==> src/rtl/pwm_pkg.sv <==
// Shared constants, types and control structs for the pooling block.
package pwm_pkg;

	localparam int DEF_MAX_HEIGHT = 64;
	localparam int DEF_MAX_WIDTH  = 64;
	localparam int DEF_VALUE_BITS = 16;

	localparam int DIM_W   = 7;
	localparam int PAD_W   = 6;
	localparam int ROW_W   = 6;
	localparam int OUTC_W  = 8;
	localparam int COORD_W = 18;
	localparam int AREA_W  = 2 * DIM_W;
	localparam int POS_W   = 2 * DIM_W;
	localparam int MPOS_W  = 13;
	localparam int CFG_A_W = 3;

	localparam logic [CFG_A_W-1:0] CFG_POOL_MODE    = 3'd0;
	localparam logic [CFG_A_W-1:0] CFG_WINDOW_SIZE  = 3'd1;
	localparam logic [CFG_A_W-1:0] CFG_STEP_SIZE    = 3'd2;
	localparam logic [CFG_A_W-1:0] CFG_BORDER_PAD   = 3'd3;
	localparam logic [CFG_A_W-1:0] CFG_WHOLE_PLANE  = 3'd4;
	localparam logic [CFG_A_W-1:0] CFG_PLANE_HEIGHT = 3'd5;
	localparam logic [CFG_A_W-1:0] CFG_PLANE_WIDTH  = 3'd6;

	localparam logic REQ_LOAD    = 1'b0;
	localparam logic REQ_COMPUTE = 1'b1;
	localparam logic MODE_MAX    = 1'b0;

	typedef logic signed [COORD_W-1:0] coord_t;

	typedef struct packed {
		logic accept;
		logic bound;
		logic clip;
		logic area_init;
		logic scan;
		logic div_start;
		logic res_load;
	} cmd_t;

	typedef struct packed {
		logic is_compute;
		logic avg;
		logic empty;
		logic last;
		logic div_done;
		logic out_free;
	} sts_t;

endpackage

==> src/rtl/pwm_ctrl.sv <==
// Sequencer for load and compute transactions of the pooling block.
module pwm_ctrl import pwm_pkg::*; (
	input  logic clk,
	input  logic arst_n,
	input  logic in_valid,
	output logic in_stall,
	input  sts_t sts,
	output cmd_t cmd
);

	localparam logic [3:0] S_IDLE  = 4'd0;
	localparam logic [3:0] S_BOUND = 4'd1;
	localparam logic [3:0] S_CLIP  = 4'd2;
	localparam logic [3:0] S_AREA  = 4'd3;
	localparam logic [3:0] S_SCAN  = 4'd4;
	localparam logic [3:0] S_DRAIN = 4'd5;
	localparam logic [3:0] S_DIVS  = 4'd6;
	localparam logic [3:0] S_DIV   = 4'd7;
	localparam logic [3:0] S_FIN   = 4'd8;

	logic [3:0] state_q;
	logic [3:0] state_d;

	always_comb begin
		state_d = state_q;
		cmd     = '0;
		unique case (state_q)
			S_IDLE: begin
				cmd.accept = in_valid;
				if (in_valid && sts.is_compute) begin
					state_d = S_BOUND;
				end
			end
			S_BOUND: begin
				cmd.bound = 1'b1;
				state_d   = S_CLIP;
			end
			S_CLIP: begin
				cmd.clip = 1'b1;
				state_d  = S_AREA;
			end
			S_AREA: begin
				cmd.area_init = 1'b1;
				if (!sts.empty) begin
					state_d = S_SCAN;
				end else begin
					state_d = sts.avg ? S_DIVS : S_FIN;
				end
			end
			S_SCAN: begin
				cmd.scan = 1'b1;
				if (sts.last) begin
					state_d = S_DRAIN;
				end
			end
			S_DRAIN: begin
				state_d = sts.avg ? S_DIVS : S_FIN;
			end
			S_DIVS: begin
				cmd.div_start = 1'b1;
				state_d       = S_DIV;
			end
			S_DIV: begin
				if (sts.div_done) begin
					state_d = S_FIN;
				end
			end
			S_FIN: begin
				if (sts.out_free) begin
					cmd.res_load = 1'b1;
					state_d      = S_IDLE;
				end
			end
			default: begin
				state_d = S_IDLE;
			end
		endcase
	end

	always_ff @(posedge clk or negedge arst_n) begin
		if (!arst_n) begin
			state_q <= S_IDLE;
		end else begin
			state_q <= state_d;
		end
	end

	assign in_stall = (state_q != S_IDLE);

`ifndef SYNTH
	a_load_free: assert property (@(posedge clk) disable iff (!arst_n)
		cmd.res_load |-> sts.out_free)
		else $error("result loaded while output register is held");
	a_div_follow: assert property (@(posedge clk) disable iff (!arst_n)
		cmd.div_start |=> (state_q == S_DIV) && !cmd.accept)
		else $error("divider start not followed by wait");
	a_div_done: assert property (@(posedge clk) disable iff (!arst_n)
		(state_q == S_DIV) && sts.div_done |=> (state_q == S_FIN))
		else $error("divide completion not taken");
	a_scan_only: assert property (@(posedge clk) disable iff (!arst_n)
		cmd.scan |-> in_stall)
		else $error("input accepted during window scan");
`endif

endmodule

==> config.mk <==
export PLATFORM = sky130hd
export DESIGN_NAME = pwm_ctrl
export DESIGN_NICKNAME = d
export VERILOG_FILES = /design/src/rtl/pwm_pkg.sv /design/src/rtl/pwm_ctrl.sv
export SDC_FILE = /design/constraint.sdc
export NUM_CORES = 1
export LEC_CHECK = 0
export BUFFER_PORTS_ARGS = -buffer_cell sky130_fd_sc_hd__buf_2
export CAP_MARGIN = 10
export CORE_AREA = 4 4 41 43
export DETAILED_ROUTE_END_ITERATION = 8
export DIE_AREA = 0 0 45 47
export PLACE_DENSITY = 0.55
export REMOVE_ABC_BUFFERS = 1
export SYNTH_ARGS = -nofsm -noshare
export SYNTH_HDL_FRONTEND = slang
export SYNTH_SLANG_ARGS = --single-unit
==> constraint.sdc <==
create_clock -name clk -period 1.55 [get_ports clk]
set_input_delay 0.2325 -clock clk [delete_from_list [all_inputs] [get_ports clk]]
set_output_delay 0.2325 -clock clk [all_outputs]
set_load 0.1 [all_outputs]
# Word level (Yosys, flattened, before mapping)
# Index checks and enable logic that the tools add are counted.
# totals
wordCells,32
register_bits,4
# op_classes
eq_ne,12
mux,15
n_reduce_logical,4
# ops
operator,n
$pmux 4 s9,1
$mux 4,6
$eq 4x3->1 const B,4
$eq 4x2->1 const B,2
$mux 1,8
$ne 2x2->1 const B,4
$eq 4x1->1 const B,1
$eq 4x4->1 const B,1
$logic_not 4->1,1
$reduce_and 4->1,1
$reduce_bool 4->1,1
$logic_and 1x1->1,1

# Depth between registers and ports, before layout
# depth
ltp_word,3
depth_mapped,4

# Least setup slack after synthesis
# No wires, ideal clock.
# synth_timing
kind,reg-to-output
startpoint,reg state_q[1]
endpoint,out cmd[5] in the netlist's numbering
setup_slack_ns,-2.132
arrival_ns,3.449
path_buffers,1
path_stages_with_launch,3
cell_sequence,dfrtp_1 buf_2 nor4_1
# synth_lines
element,line_no,source
start: declaration,pwm_ctrl.sv:21,logic [3:0] state_q;
start signal: assignment,pwm_ctrl.sv:84,state_q <= state_d;
end: declaration,pwm_ctrl.sv:8,output cmd_t cmd

==> results.md <==
• run status: complete, but fails checks
• failing checks: negative setup slack
• horizontal die dimension: 45 um
• synthesized area: 358 sq um
• CP max FO: 4
• met2 routing resource usage after global routing: 0.192
• synthesized instance count: 47
• Routed Wire Length: 1160 um
• number of standard-cell rows in the floorplan: 13
• vias per inst: 4.82
• first-pass GRT wire length: 1560 um
• clock transition time at the flip-flop clock pins of the worst setup and hold paths: 0.03 ns
• part of the cycle the worst path needs: 1.01
• final setup violating endpoints: 2
• Most Crowded Layer GR: met2
• cell area after layout: 779 sq um
• share of final-layout standard cells stronger than drive strength 1: 0.671
• clock buffer count from CTS: 3
• Clk Latency, worst-skew pair: 0.23 ns
• worst path setup slack after routing: -0.0135 ns
• flop and latch count out of synthesis: 4
• Reg with most FFs: state_q
• number of I/O port buffers: 16
• Max Clock Freq: 640 MHz
• final global-route overflow total: 0
• Relative slew margins: 0.813
• total half-perimeter wirelength after legalization and detailed placement: 717 um
• grt met3 use: 0.0307
• DP Area: 581 sq um
• Largest register FFs: 4
• remaining design rule violation count: 0
• cell count of the worst reg-to-reg path: 5
• Cells on Worst Hold Path: 2
• critical path class: flip-flop to primary output
• measured slew at the worst slew-check pin: 0.281 ns
• number of primary I/O pins: 17
• Overall Global Routing Usage: 0.101
• maximum number of buffers from clock root to sink: 2
• final worst path period need: 1.56 ns
• per-instance average area after synthesis: 7.61 sq um
• top flop regs: state_q: 4 flops
• worst clock skew: 0.00462 ns
• number of antenna violations at the first check in global routing: 0
• vias in the first global route: 392
• iteration count of the initial detailed-routing pass: 4
• Crit. End Element: primary output
• maximum capacitance violations: 0
• count of vias placed by the detailed router: 439
• unique cell type count in the Yosys netlist: 22
• number of warning messages in the yosys log: 0
• TritonCTS clock tree: yes
• cell chosen for the clock root: clkbuf_4
• data required time of the critical path: 1.32 ns
• pin count of the biggest net entering global routing: 10
• minimum hold slack: 0.210 ns
• ant diodes: 0
• crit path DAT: 1.33 ns
• Layout Area Growth over Synthesis: 118%
• Min-Delay Path Class: primary input to flip-flop
• Final Hold Violating Endpoints: 0
• startpoint types: flip-flop
• final net count: 87
• initial core utilization: 0.275
• die area: 0.00212 sq mm
• H-tree lvl count: 1
• number of violations reported at the end of detailed-routing iteration 0: 6
• final number of max-transition violations: 0
• Seq/Total Area, Yosys: 0.280
• die span in y: 47 um
• floorplan core area: 0.00130 sq mm
• weighted congestion at the end of routability-driven global placement: 0.869
• routed length per instance: 12.8 um
• residual antenna-violating net count after detailed routing: 0
• met1 Resource Use GR: 0.103
• unrepaired setup endpoints after global routing: yes
• clock sink total: 4
[layer usage]
layer | vias up | part of all wire
met5 | - | 0
met4 | 0 | 0.012
met3 | 2 | 0.067
met2 | 17 | 0.50
met1 | 202 | 0.42
li1 | 218 | -
[worst paths after layout]
path / from / end / slack, ns
worst max register to register: state_q[0] / state_q[2] / 0.15
max in group asynchronous: arst_n / state_q[1] / 1.08
worst max-delay path: state_q[3] / cmd[2] / -0.01
worst min register to register: state_q[3] / state_q[0] / 0.66
worst min-delay path: sts[0] / state_q[3] / 0.21
min in group asynchronous: arst_n / state_q[2] / 0.33
[logic make-up (layout without fill, tap and decap cells)]
family                 after synthesis  after routing  synth area share
multiplexers                         1              1            0.0419
flip-flops                           4              4             0.280
buffers and inverters                9             38             0.126
AND/OR/NAND/NOR                     23             23             0.350
AO/OA/AOI/OAI                       10             10             0.203
[Yosys cell counts]
| master | number | area (sq um) |
|---|---|---|
| a21o_1 | 1 | 7.51 |
| a21oi_1 | 4 | 20.0 |
| a221o_1 | 1 | 10.0 |
| a311oi_1 | 1 | 8.76 |
| and3_1 | 1 | 6.26 |
| buf_2 | 3 | 15.0 |
| buf_6 | 1 | 11.3 |
| dfrtp_1 | 4 | 100 |
| inv_1 | 5 | 18.8 |
| mux2_4 | 1 | 15.0 |
| nand2_1 | 4 | 15.0 |
| nand2b_1 | 3 | 18.8 |
| nand3_1 | 1 | 5.00 |
| nand3b_1 | 1 | 7.51 |
| nor2_1 | 5 | 18.8 |
| nor2b_4 | 1 | 13.8 |
| nor3_1 | 4 | 20.0 |
| nor4_1 | 1 | 6.26 |
| o21ai_0 | 2 | 10.0 |
| o32ai_2 | 1 | 16.3 |
| or2b_1 | 1 | 7.51 |
| or3_1 | 1 | 6.26 |
[placed cells by master, fill, tap and decap left out, drive strengths merged, types with 2 or more instances in the layout]
cell type	instances
buf	29
inv	5
nor2	5
a21oi	4
nand2	4
dfrtp	4
nor3	4
nand2b	3
clkbuf	3
o21ai	2
[metrics by stage]
step / std cells / TNS (ns) / utilization / setup WS [ns]
finish: 91 / -0.0173 / 0.599 / -0.0135
global route: 91 / -0.188 / 0.599 / -0.0586
CTS: 86 / -0.0980 / 0.521 / -0.0520
detailed placement: 78 / 0 / 0.446 / 0.0942
global placement: 78 / 0 / 0.446 / 0.0843
floorplan: 43 / -7.66 / - / -2.11
[critical path, cell delays in order (launching register included)]
cell and delay [ns]:
dfrtp_1 0.40, or2b_4 0.30, nor3_4 0.22, buf_12 0.20
[final cells by class]
| class | instances | area [sq um] |
|---|---|---|
| well taps | 15 | 18.8 |
| multi-input cells | 34 | 297 |
| inverters | 5 | 18.8 |
| clock buffers | 3 | 22.5 |
| repair buffers | 30 | 319 |
| fillers | 112 | 522 |
| flip-flops and latches | 4 | 104 |
[repair_timing]
| action | CTS | global route |
|---|---|---|
| hold buffers | 1 | 0 |
| hold endpoints to repair | 4 | 0 |
| gates resized for setup | 11 | 14 |
| setup buffers | 4 | 5 |
| setup endpoints to repair | 7 | 6 |
| pin swaps | 0 | 4 |
Power is left out: the tool's default activity adds up to more than one toggle a clock period on the data nets, which glitch-free logic cannot reach.
